**src/rtl/bpfdc_pkg.sv**
```systemverilog
// shared types and constants of the packet buffer with duplicate filter
// no dependencies
`timescale 1ns / 1ps
`default_nettype none

package bpfdc_pkg;

  localparam int ID_W     = 16;
  localparam int TIME_W   = 32;
  localparam int OP_W     = 2;
  localparam int LIMIT_W  = 7;
  localparam int COUNT_W  = 7;
  localparam int ENTRY_W  = 2 * ID_W + TIME_W;

  localparam logic [OP_W-1:0] OP_ADD     = 2'd0;
  localparam logic [OP_W-1:0] OP_FORWARD = 2'd1;
  localparam logic [OP_W-1:0] OP_COUNT   = 2'd2;

  localparam logic [LIMIT_W-1:0] LIMIT_RESET = 7'd64;
  localparam logic [COUNT_W-1:0] COUNT_MAX   = 7'd127;

  typedef enum logic [1:0] {
    KIND_ADD,
    KIND_FWD,
    KIND_CNT,
    KIND_NOP
  } kind_t;

  typedef struct packed {
    kind_t             kind;
    logic [ID_W-1:0]   src;
    logic [ID_W-1:0]   dst;
    logic [TIME_W-1:0] ts;
    logic [TIME_W-1:0] lo;
    logic [TIME_W-1:0] hi;
  } cmd_t;

  typedef enum logic [1:0] {
    ST_IDLE,
    ST_SCAN,
    ST_DONE
  } state_t;

endpackage

`default_nettype wire

```
**src/rtl/bpfdc_if.sv**
```systemverilog
// valid/ready channel interfaces for commands and responses
// depends on bpfdc_pkg
`timescale 1ns / 1ps
`default_nettype none

interface bpfdc_in_if;
  logic                          valid;
  logic                          ready;
  logic [bpfdc_pkg::OP_W-1:0]    opcode;
  logic [bpfdc_pkg::ID_W-1:0]    source_id;
  logic [bpfdc_pkg::ID_W-1:0]    destination;
  logic [bpfdc_pkg::TIME_W-1:0]  timestamp;
  logic [bpfdc_pkg::TIME_W-1:0]  start_time;
  logic [bpfdc_pkg::TIME_W-1:0]  end_time;

  modport source (output valid, opcode, source_id, destination, timestamp, start_time,
                  end_time, input ready);
  modport sink (input valid, opcode, source_id, destination, timestamp, start_time,
                end_time, output ready);
endinterface

interface bpfdc_out_if;
  logic                          valid;
  logic                          ready;
  logic                          ok;
  logic [bpfdc_pkg::ID_W-1:0]    out_source;
  logic [bpfdc_pkg::ID_W-1:0]    out_destination;
  logic [bpfdc_pkg::TIME_W-1:0]  out_timestamp;
  logic [bpfdc_pkg::COUNT_W-1:0] match_count;

  modport source (output valid, ok, out_source, out_destination, out_timestamp,
                  match_count, input ready);
  modport sink (input valid, ok, out_source, out_destination, out_timestamp,
                match_count, output ready);
endinterface

`default_nettype wire

```
**src/rtl/bpfdc_front.sv**
```systemverilog
// front end: accepts commands, decodes the opcode, two-entry command queue
// depends on bpfdc_pkg and bpfdc_if
`timescale 1ns / 1ps
`default_nettype none

module bpfdc_front (
  input  wire logic            clk,
  input  wire logic            rst,
  bpfdc_in_if.sink             cmd,
  output bpfdc_pkg::cmd_t      q_data,
  output logic                 q_valid,
  input  wire logic            q_ready
);

  localparam int DEPTH = 2;

  bpfdc_pkg::cmd_t q [DEPTH];
  logic            wr_ptr;
  logic            rd_ptr;
  logic [1:0]      fill;
  bpfdc_pkg::cmd_t decoded;
  logic            push;
  logic            pop;

  always_comb begin
    decoded.src = cmd.source_id;
    decoded.dst = cmd.destination;
    decoded.ts  = cmd.timestamp;
    decoded.lo  = cmd.start_time;
    decoded.hi  = cmd.end_time;
    case (cmd.opcode)
      bpfdc_pkg::OP_ADD:     decoded.kind = bpfdc_pkg::KIND_ADD;
      bpfdc_pkg::OP_FORWARD: decoded.kind = bpfdc_pkg::KIND_FWD;
      bpfdc_pkg::OP_COUNT:   decoded.kind = bpfdc_pkg::KIND_CNT;
      default:               decoded.kind = bpfdc_pkg::KIND_NOP;
    endcase
  end

  assign cmd.ready = (fill != 2'(DEPTH));
  assign q_valid   = (fill != 2'd0);
  assign q_data    = q[rd_ptr];
  assign push      = cmd.valid && cmd.ready;
  assign pop       = q_valid && q_ready;

  always_ff @(posedge clk) begin
    if (push) begin
      q[wr_ptr] <= decoded;
    end
  end

  always_ff @(posedge clk) begin
    if (rst) begin
      wr_ptr <= 1'b0;
      rd_ptr <= 1'b0;
      fill   <= 2'd0;
    end else begin
      if (push) begin
        wr_ptr <= ~wr_ptr;
      end
      if (pop) begin
        rd_ptr <= ~rd_ptr;
      end
      case ({push, pop})
        2'b10:   fill <= fill + 2'd1;
        2'b01:   fill <= fill - 2'd1;
        default: fill <= fill;
      endcase
    end
  end

endmodule

`default_nettype wire

```
**src/rtl/bpfdc_back.sv**
```systemverilog
// back end: entry ring memory, slot walk sequencer and response register
// depends on bpfdc_pkg and bpfdc_if
`timescale 1ns / 1ps
`default_nettype none

module bpfdc_back #(
  parameter int CAPACITY = 64
) (
  input  wire logic                            clk,
  input  wire logic                            rst,
  input  wire bpfdc_pkg::cmd_t                 q_data,
  input  wire logic                            q_valid,
  output logic                                 q_ready,
  input  wire logic [bpfdc_pkg::LIMIT_W-1:0]   limit,
  output logic [$clog2(CAPACITY+1)-1:0]        held,
  bpfdc_out_if.source                          rsp
);

  localparam int HW = $clog2(CAPACITY + 1);
  localparam int AW = (CAPACITY > 1) ? $clog2(CAPACITY) : 1;
  localparam int SW = HW + 1;
  localparam int LW = (HW > bpfdc_pkg::LIMIT_W) ? HW : bpfdc_pkg::LIMIT_W;

  logic [bpfdc_pkg::ENTRY_W-1:0] mem [CAPACITY];

  bpfdc_pkg::state_t               state;
  bpfdc_pkg::state_t               state_next;
  bpfdc_pkg::cmd_t                 cur;
  logic [HW-1:0]                   idx;
  logic [HW-1:0]                   scan_len;
  logic                            rd_pend;
  logic [bpfdc_pkg::ENTRY_W-1:0]   rd_data;
  logic                            dup;
  logic [bpfdc_pkg::COUNT_W-1:0]   cnt;
  logic [AW-1:0]                   oldest;

  logic                            take;
  logic                            issue;
  logic                            scan_end;
  logic                            finish;
  logic [SW-1:0]                   scan_sum;
  logic [SW-1:0]                   tail_sum;
  logic [AW-1:0]                   scan_addr;
  logic [AW-1:0]                   tail_addr;
  logic [AW-1:0]                   oldest_inc;
  logic [LW-1:0]                   lim_w;
  logic [LW-1:0]                   eff_limit;
  logic                            at_limit;
  logic                            hit_dup;
  logic                            hit_cnt;
  logic                            add_ok;
  logic [bpfdc_pkg::ID_W-1:0]      rd_src;
  logic [bpfdc_pkg::ID_W-1:0]      rd_dst;
  logic [bpfdc_pkg::TIME_W-1:0]    rd_ts;

  // ring address arithmetic, sums stay below twice the capacity
  always_comb begin
    scan_sum = SW'(oldest) + SW'(idx);
    if (scan_sum >= SW'(CAPACITY)) begin
      scan_sum = scan_sum - SW'(CAPACITY);
    end
    tail_sum = SW'(oldest) + SW'(held);
    if (tail_sum >= SW'(CAPACITY)) begin
      tail_sum = tail_sum - SW'(CAPACITY);
    end
  end

  assign scan_addr  = scan_sum[AW-1:0];
  assign tail_addr  = tail_sum[AW-1:0];
  assign oldest_inc = (oldest == AW'(CAPACITY - 1)) ? '0 : oldest + AW'(1);

  // limit of zero acts as one, above capacity saturates
  always_comb begin
    lim_w = LW'(limit);
    if (limit == '0) begin
      eff_limit = LW'(1);
    end else if (lim_w > LW'(CAPACITY)) begin
      eff_limit = LW'(CAPACITY);
    end else begin
      eff_limit = lim_w;
    end
  end

  assign at_limit = (LW'(held) >= eff_limit);

  assign rd_src  = rd_data[bpfdc_pkg::ENTRY_W-1 -: bpfdc_pkg::ID_W];
  assign rd_dst  = rd_data[bpfdc_pkg::TIME_W +: bpfdc_pkg::ID_W];
  assign rd_ts   = rd_data[bpfdc_pkg::TIME_W-1:0];
  assign hit_dup = (rd_src == cur.src) && (rd_dst == cur.dst) && (rd_ts == cur.ts);
  assign hit_cnt = (rd_dst == cur.dst) && (rd_ts >= cur.lo) && (rd_ts <= cur.hi);
  assign add_ok  = (cur.kind == bpfdc_pkg::KIND_ADD) && !dup;

  always_comb begin
    state_next = state;
    case (state)
      bpfdc_pkg::ST_IDLE: begin
        if (q_valid) begin
          state_next = bpfdc_pkg::ST_SCAN;
        end
      end
      bpfdc_pkg::ST_SCAN: begin
        if (scan_end) begin
          state_next = bpfdc_pkg::ST_DONE;
        end
      end
      bpfdc_pkg::ST_DONE: begin
        if (finish) begin
          state_next = bpfdc_pkg::ST_IDLE;
        end
      end
      default: state_next = bpfdc_pkg::ST_IDLE;
    endcase
  end

  always_comb begin
    q_ready  = 1'b0;
    issue    = 1'b0;
    scan_end = 1'b0;
    finish   = 1'b0;
    case (state)
      bpfdc_pkg::ST_IDLE: q_ready = 1'b1;
      bpfdc_pkg::ST_SCAN: begin
        issue    = (idx < scan_len);
        scan_end = (idx == scan_len) && !rd_pend;
      end
      bpfdc_pkg::ST_DONE: finish = !rsp.valid || rsp.ready;
      default: q_ready = 1'b0;
    endcase
  end

  assign take = q_ready && q_valid;

  // entry memory, one write and one registered read a cycle
  always_ff @(posedge clk) begin
    if (finish && add_ok) begin
      mem[tail_addr] <= {cur.src, cur.dst, cur.ts};
    end
    if (issue) begin
      rd_data <= mem[scan_addr];
    end
  end

  always_ff @(posedge clk) begin
    if (take) begin
      cur <= q_data;
      idx <= '0;
      dup <= 1'b0;
      cnt <= '0;
      case (q_data.kind)
        bpfdc_pkg::KIND_ADD: scan_len <= held;
        bpfdc_pkg::KIND_CNT: scan_len <= held;
        bpfdc_pkg::KIND_FWD: scan_len <= (held != '0) ? HW'(1) : '0;
        default:             scan_len <= '0;
      endcase
    end else begin
      if (issue) begin
        idx <= idx + HW'(1);
      end
      if (rd_pend) begin
        if (hit_dup) begin
          dup <= 1'b1;
        end
        if (hit_cnt && cnt != bpfdc_pkg::COUNT_MAX) begin
          cnt <= cnt + bpfdc_pkg::COUNT_W'(1);
        end
      end
    end
  end

  // response payload
  always_ff @(posedge clk) begin
    if (finish) begin
      rsp.ok              <= 1'b0;
      rsp.out_source      <= '0;
      rsp.out_destination <= '0;
      rsp.out_timestamp   <= '0;
      rsp.match_count     <= '0;
      case (cur.kind)
        bpfdc_pkg::KIND_ADD: rsp.ok <= !dup;
        bpfdc_pkg::KIND_FWD: begin
          if (held != '0) begin
            rsp.ok              <= 1'b1;
            rsp.out_source      <= rd_src;
            rsp.out_destination <= rd_dst;
            rsp.out_timestamp   <= rd_ts;
          end
        end
        bpfdc_pkg::KIND_CNT: rsp.match_count <= cnt;
        default: rsp.ok <= 1'b0;
      endcase
    end
  end

  always_ff @(posedge clk) begin
    if (rst) begin
      state     <= bpfdc_pkg::ST_IDLE;
      rd_pend   <= 1'b0;
      oldest    <= '0;
      held      <= '0;
      rsp.valid <= 1'b0;
    end else begin
      state   <= state_next;
      rd_pend <= issue;
      if (finish) begin
        rsp.valid <= 1'b1;
        if (add_ok) begin
          if (at_limit) begin
            oldest <= oldest_inc;
          end else begin
            held <= held + HW'(1);
          end
        end else if (cur.kind == bpfdc_pkg::KIND_FWD && held != '0) begin
          oldest <= oldest_inc;
          held   <= held - HW'(1);
        end
      end else if (rsp.valid && rsp.ready) begin
        rsp.valid <= 1'b0;
      end
    end
  end

endmodule

`default_nettype wire

```
**src/rtl/bounded_packet_fifo_dedup_count.sv**
```systemverilog
// Packet buffer holding up to memory_limit (source, destination, timestamp)
// entries in arrival order, with a duplicate filter on add, pop of the
// oldest entry on forward, and a count of held entries matching a
// destination and inclusive time window. Each command gives one response.
// Add and count walk every held entry through the single read port of the
// entry memory, one slot per cycle; forward reads only the oldest entry
// and unused opcodes read none. A two-entry command queue in front accepts
// new commands while one is being worked on, and a response register holds
// the finished result until it is taken. The user must write memory_limit
// via cfg_we/cfg_data only while the buffer is empty; the block does not enforce it.
// depends on bpfdc_pkg, bpfdc_if, bpfdc_front and bpfdc_back
`timescale 1ns / 1ps
`default_nettype none

module bounded_packet_fifo_dedup_count #(
  parameter int CAPACITY = 64
) (
  input  wire logic                          clk,
  input  wire logic                          rst,
  bpfdc_in_if.sink                           cmd,
  bpfdc_out_if.source                        rsp,
  input  wire logic                          cfg_we,
  input  wire logic [bpfdc_pkg::LIMIT_W-1:0] cfg_data
);

  localparam int HW = $clog2(CAPACITY + 1);

  logic [bpfdc_pkg::LIMIT_W-1:0] limit;
  bpfdc_pkg::cmd_t               q_data;
  logic                          q_valid;
  logic                          q_ready;
  logic [HW-1:0]                 held;

  always_ff @(posedge clk) begin
    if (rst) begin
      limit <= bpfdc_pkg::LIMIT_RESET;
    end else if (cfg_we) begin
      limit <= cfg_data;
    end
  end

  bpfdc_front u_front (
    .clk     (clk),
    .rst     (rst),
    .cmd     (cmd),
    .q_data  (q_data),
    .q_valid (q_valid),
    .q_ready (q_ready)
  );

  bpfdc_back #(
    .CAPACITY (CAPACITY)
  ) u_back (
    .clk     (clk),
    .rst     (rst),
    .q_data  (q_data),
    .q_valid (q_valid),
    .q_ready (q_ready),
    .limit   (limit),
    .held    (held),
    .rsp     (rsp)
  );

  // occupancy never exceeds the ring
  a_held_bound: assert property (@(posedge clk) disable iff (rst)
    int'(held) <= CAPACITY)
    else $error("held count above capacity");

  // occupancy moves by at most one per transfer
  a_held_step: assert property (@(posedge clk) disable iff (rst)
    !$past(rst) |-> (held == $past(held) || int'(held) == int'($past(held)) + 1 ||
                     int'(held) == int'($past(held)) - 1))
    else $error("held count jumped");

  // a response never carries both an accept and a match count
  a_rsp_kind: assert property (@(posedge clk) disable iff (rst)
    rsp.valid |-> !(rsp.ok && rsp.match_count != '0))
    else $error("response mixes ok and count");

endmodule

`default_nettype wire

```
**src/flat_wrapper.sv**
```systemverilog
// flat-port wrapper written by rule: the top's interface ports become plain ports
module bounded_packet_fifo_dedup_count_flat 
#(
  parameter int CAPACITY = 64
)
  (clk, rst, cfg_we, cfg_data, cmd_valid, cmd_opcode, cmd_source_id, cmd_destination, cmd_timestamp, cmd_start_time, cmd_end_time, cmd_ready, rsp_valid, rsp_ok, rsp_out_source, rsp_out_destination, rsp_out_timestamp, rsp_match_count, rsp_ready);
  bpfdc_in_if cmd_i ();
  bpfdc_out_if rsp_i ();
  input  wire logic clk;
  input  wire logic rst;
  input  wire logic cfg_we;
  input  wire logic [bpfdc_pkg::LIMIT_W-1:0] cfg_data;
  input wire logic [$bits(cmd_i.valid)-1:0] cmd_valid;
  input wire logic [$bits(cmd_i.opcode)-1:0] cmd_opcode;
  input wire logic [$bits(cmd_i.source_id)-1:0] cmd_source_id;
  input wire logic [$bits(cmd_i.destination)-1:0] cmd_destination;
  input wire logic [$bits(cmd_i.timestamp)-1:0] cmd_timestamp;
  input wire logic [$bits(cmd_i.start_time)-1:0] cmd_start_time;
  input wire logic [$bits(cmd_i.end_time)-1:0] cmd_end_time;
  output wire logic [$bits(cmd_i.ready)-1:0] cmd_ready;
  output wire logic [$bits(rsp_i.valid)-1:0] rsp_valid;
  output wire logic [$bits(rsp_i.ok)-1:0] rsp_ok;
  output wire logic [$bits(rsp_i.out_source)-1:0] rsp_out_source;
  output wire logic [$bits(rsp_i.out_destination)-1:0] rsp_out_destination;
  output wire logic [$bits(rsp_i.out_timestamp)-1:0] rsp_out_timestamp;
  output wire logic [$bits(rsp_i.match_count)-1:0] rsp_match_count;
  input wire logic [$bits(rsp_i.ready)-1:0] rsp_ready;
  assign cmd_i.valid = cmd_valid;
  assign cmd_i.opcode = cmd_opcode;
  assign cmd_i.source_id = cmd_source_id;
  assign cmd_i.destination = cmd_destination;
  assign cmd_i.timestamp = cmd_timestamp;
  assign cmd_i.start_time = cmd_start_time;
  assign cmd_i.end_time = cmd_end_time;
  assign cmd_ready = cmd_i.ready;
  assign rsp_valid = rsp_i.valid;
  assign rsp_ok = rsp_i.ok;
  assign rsp_out_source = rsp_i.out_source;
  assign rsp_out_destination = rsp_i.out_destination;
  assign rsp_out_timestamp = rsp_i.out_timestamp;
  assign rsp_match_count = rsp_i.match_count;
  assign rsp_i.ready = rsp_ready;
  bounded_packet_fifo_dedup_count #(.CAPACITY(CAPACITY)) u_core (.clk(clk), .rst(rst), .cmd(cmd_i), .rsp(rsp_i), .cfg_we(cfg_we), .cfg_data(cfg_data));
endmodule
```
**config.mk**
```make
export PLATFORM = sky130hd
export DESIGN_NAME = bounded_packet_fifo_dedup_count_flat
export DESIGN_NICKNAME = d
export VERILOG_FILES = /design/src/rtl/bpfdc_pkg.sv /design/src/rtl/bpfdc_if.sv /design/src/rtl/bpfdc_front.sv /design/src/rtl/bpfdc_back.sv /design/src/rtl/bounded_packet_fifo_dedup_count.sv /design/src/flat_wrapper.sv
export SDC_FILE = /design/constraint.sdc
export NUM_CORES = 2
export LEC_CHECK = 0
export ABC_AREA = 1
export BUFFER_PORTS_ARGS = -buffer_cell sky130_fd_sc_hd__clkbuf_2
export CAP_MARGIN = 20
export CELL_PAD_IN_SITES_DETAIL_PLACEMENT = 2
export CELL_PAD_IN_SITES_GLOBAL_PLACEMENT = 2
export CORE_MARGIN = 3
export CORE_UTILIZATION = 30
export CTS_BUF_LIST = sky130_fd_sc_hd__clkbuf_4 sky130_fd_sc_hd__clkbuf_8 sky130_fd_sc_hd__clkbuf_16
export CTS_CLUSTER_SIZE = 12
export DETAILED_ROUTE_END_ITERATION = 8
export GPL_TIMING_DRIVEN = 0
export HOLD_SLACK_MARGIN = 0.1
export PLACE_DENSITY_LB_ADDON = 0.1
export SLEW_MARGIN = 15
export SYNTH_ARGS = -nofsm -noshare
export SYNTH_HDL_FRONTEND = slang
export SYNTH_MEMORY_MAX_BITS = 65536
export SYNTH_SLANG_ARGS = --single-unit
```
**constraint.sdc**
```tcl
create_clock -name clk -period 22.5 [get_ports clk]
set_clock_uncertainty 0.2 [all_clocks]
set_input_delay 2.25 -clock clk [delete_from_list [all_inputs] [get_ports clk]]
set_output_delay 2.25 -clock clk [all_outputs]
set_load 0.005 [all_outputs]
```
==> impl_metrics.toml <==
[status]
status = "completed"

[floorplan]
num_rows = 289
initial_core_util_pct = 30.18
io_pins = 216
die_width_um = 796.6
fp.coreArea_sq_um = 621200
fp.dieH_um = 796.6
dieArea_sq_um = 634500

[routing]
vias = 129789
drc = 0
wire_per_inst_um = 33.63
drt-total-wl_um = 834400
antenna_left = 0
drtIter0Drc = 12747
via_per_inst = 5.232
dr.pass1.iters = 5

[power]
power_frac_comb_pct = 33.4
switching_share_pct = 38.40
p_per_area_nw_per_um2 = 132.0
peakVddDrop_v = 0.00008861
power_frac_seq_pct = 37.1
clkPwrFrac_pct = 29.5
leakage_nw = 78.44
p_int_mw = 18.62
p_switching_mw = 11.61

[worst_setup_path]
r2r-start = "u_core.u_back.oldest[0]"
worstSetupPathType = "register to register"
crit_start = "u_core.u_back.oldest[0]"
reg2reg_depth = 14
critPathMaxFanout = 10
max_stage_delay_ps = 890
path_common_cell = "buf_2"
cp.arrival_ps = 6540
cp-start-kind = "register"
path_cells = "ha_1, fa_1, buf_2, buf_2, buf_2, clkbuf_2, clkbuf_1, o22ai_1, nand2_1, o21ai_1, nand2_1, nand3_1, nand3_1, o21ai_1"
reg2reg_slack_ps = 16530
endpoint = "u_core.u_back.rd_data[5]"
critPathCaptureType = "register"
slowest_stage = "buf_2"
crit_required_ps = 23070
timing.rr.end = "u_core.u_back.rd_data[5]"

[global_routing]
grtUsageMet1_pct = 36.64
grt_max_degree = 72
globalRouteMet3Util_pct = 3.596
busiest_layer = "met2"
grt_use_met2_pct = 40.55
grt_pass1_vias = 134485
grt_pass1_wl_um = 1129000
grt.total_usage_pct = 25.57
globalRouteOverflowTotal = 0
antenna_found_initial = 100

[synth]
synth-edff-count = 4629
ys.flop_type = "edfxtp_1"
syn_area_sq_um = 187500
syn_nets = 14818
syn_inst = 14576
async_reset_ff_share_pct = 0
ys_seq_area_share_pct = 74.61
ys_ff_latch = 4673
syn_avg_cell_area_sq_um = 12.86
yosysWarnings = 0
synth.distinct_cells = 34

[flow_run]
drv_cap = 0

[final_layout]
fillers = 63654
mostFrequentLayoutCell = "edfxtp_1"
area_delta_synth_final_pct = 22.15
drive_above_1_share_pct = 14.30
design_area_sq_um = 229000
mostFrequentLayoutCells = "edfxtp_1 (4629), nor2_1 (2473), o21ai_0 (1928)"
fin_nets = 16286

[sta]
worst_pin_slew_ps = 1285
grt_setup_unrepaired = "no"
setup_violations = 0
final_hold_viol_count = 0
finalCriticalPeriod_ps = 5969
slew-limit-headroom_pct = 14.34
fmax_mhz = 167.5
fin_crit_sh_pct = 26.53
whs_ps = 270.1
slew_violations = 0

[cts]
cts-root-buf = "clkbuf_16"
holdBufCountCts = 0
ctsResizeCount = 0
cts.htree.levels = 6
cts.clk_slew.worst_paths_ps = 60
cts_sinks = 4673
postCtsSetupBuffers = 0
cts_made_buffers = 563
tritoncts = "built"
cts_buffer_depth = 4
clock_latency_ps = 1080

[placed_design]
hpwl_um = 620700
place_congestion = 0.8015
port_buffers = 213
postPlaceCellArea_sq_um = 211200

[min_path]
hold_path.class = "register to register"
## cells by family after synthesis
logic type,synth area share [%]
flip-flops,74.61
AND/OR/NAND/NOR,9.271
AO/OA/AOI/OAI,9.016
buffers and inverters,3.368
multiplexers,2.819
adder cells (fa/ha/maj),0.6793
XOR/XNOR,0.2382
## sequential cells by signal, summed over array words and instances, names as in the netlist, named ones only
signal / cells
u_core.u_back.held: 7
u_core.u_back.rd_data: 64
u_core.u_back.rsp.out_destination: 16
u_core.u_back.dup: 1
u_core.u_back.rd_pend: 1
u_core.u_back.cnt: 7
u_core.u_front.fill: 2
u_core.u_back.mem: 4096
u_core.u_back.rsp.ok: 1
u_core.u_back.rsp.valid: 1
u_core.u_back.oldest: 6
u_core.u_back.scan_len: 7
u_core.u_back.idx: 7
u_core.u_back.rsp.out_timestamp: 32
u_core.u_back.cur: 130
u_core.limit: 7
u_core.u_back.state: 2
u_core.u_back.rsp.out_source: 16
u_core.u_front.q: 260
u_core.u_back.rsp.match_count: 7
u_core.u_front.rd_ptr: 1
u_core.u_front.wr_ptr: 1
## layer usage
layer,vias to the layer above,wire [um]
li1,55412,-
met1,69485,380500
met2,3981,379800
met3,897,48990
met4,14,24990
met5,-,95
## through the flow
| step | TNS, ps | worst slack, ps | util (%) | cells | power (mW) |
|---|---|---|---|---|---|
| 2_1_floorplan | 0 | 11120 | - | 14576 | 15.74 |
| 3_5_place_dp | 0 | 15770 | 34.00 | 23772 | 21.50 |
| 4_1_cts | 0 | 16550 | 36.85 | 24770 | 30.46 |
| 5_1_grt | 0 | 16490 | 36.86 | 24784 | 31.43 |
| 6_report | 0 | 16530 | 36.87 | 24809 | 30.22 |
| 3_3_place_gp | -715590 | -1566 | 32.02 | 23082 | 20.75 |
## cell type report
class | count | area (sq um) | area share [%]
clock buffers | 746 | 15830 | 6.912
flip-flops and latches | 4673 | 139900 | 61.08
inverters | 609 | 2298 | 1.004
repair buffers | 903 | 12780 | 5.582
clock inverters | 252 | 1873 | 0.8178
plain buffers | 883 | 4111 | 1.795
multi-input cells | 8411 | 41770 | 18.24
well taps | 8293 | 10380 | 4.531
diodes | 39 | 97.59 | 0.04261
## cell usage after synthesis (3+ instances only)
cell type	count	area share [%]
a21oi_1	66	0.18
xnor2_1	28	0.13
nor4_1	5	0.017
nor3_1	27	0.072
a21o_1	4	0.016
o21ai_0	1928	5.1
ha_1	97	0.65
inv_1	607	1.2
o2111ai_1	3	0.014
o21ai_1	870	2.3
edfxtp_1	4629	74
buf_2	257	0.69
nand3_1	356	0.95
fa_1	3	0.032
buf_1	81	0.16
nand4_1	27	0.090
nor2_1	2526	5.1
o21a_1	6	0.024
dfxtp_1	44	0.47
buf_4	34	0.14
clkbuf_1	476	0.95
xor2_1	23	0.11
or2_2	3	0.010
mux2i_1	384	2.1
o22ai_1	391	1.3
nand2_1	1530	3.1
buf_6	35	0.21
mux2_2	128	0.77
## worst min-delay path by stage
stage,from,endpoint,slack (ps),cells after the start
final,u_core.u_front.rd_ptr,u_core.u_front.rd_ptr,270,1
after global routing,u_core.u_front.rd_ptr,register,290,1
after CTS,u_core.u_front.rd_ptr,u_core.u_front.rd_ptr,270,1
after detailed placement,u_core.u_front.rd_ptr,register,250,1
after global placement,u_core.u_front.rd_ptr,u_core.u_front.rd_ptr,240,1
after floorplan,u_core.u_front.rd_ptr,register,230,1
## worst max-delay path: cells and delay by family (launching register included)
family / cells / cell delay (ps)
buf+inv: 5 / 3040
fa+ha+maj: 2 / 740
simple gates: 4 / 670
compound gates: 3 / 600
flops: 1 / 390
## power groups by stage
stage,logic [mW],clock network (mW),registers [mW]
floorplan,4.14,0,11.6
global placement,8.02,0,12.7
detailed placement,10.1,0,11.4
CTS,10.2,9.08,11.2
global route,10.8,9.40,11.2
finish,10.1,8.92,11.2
Note: power is estimated with default switching activity, not from simulation.
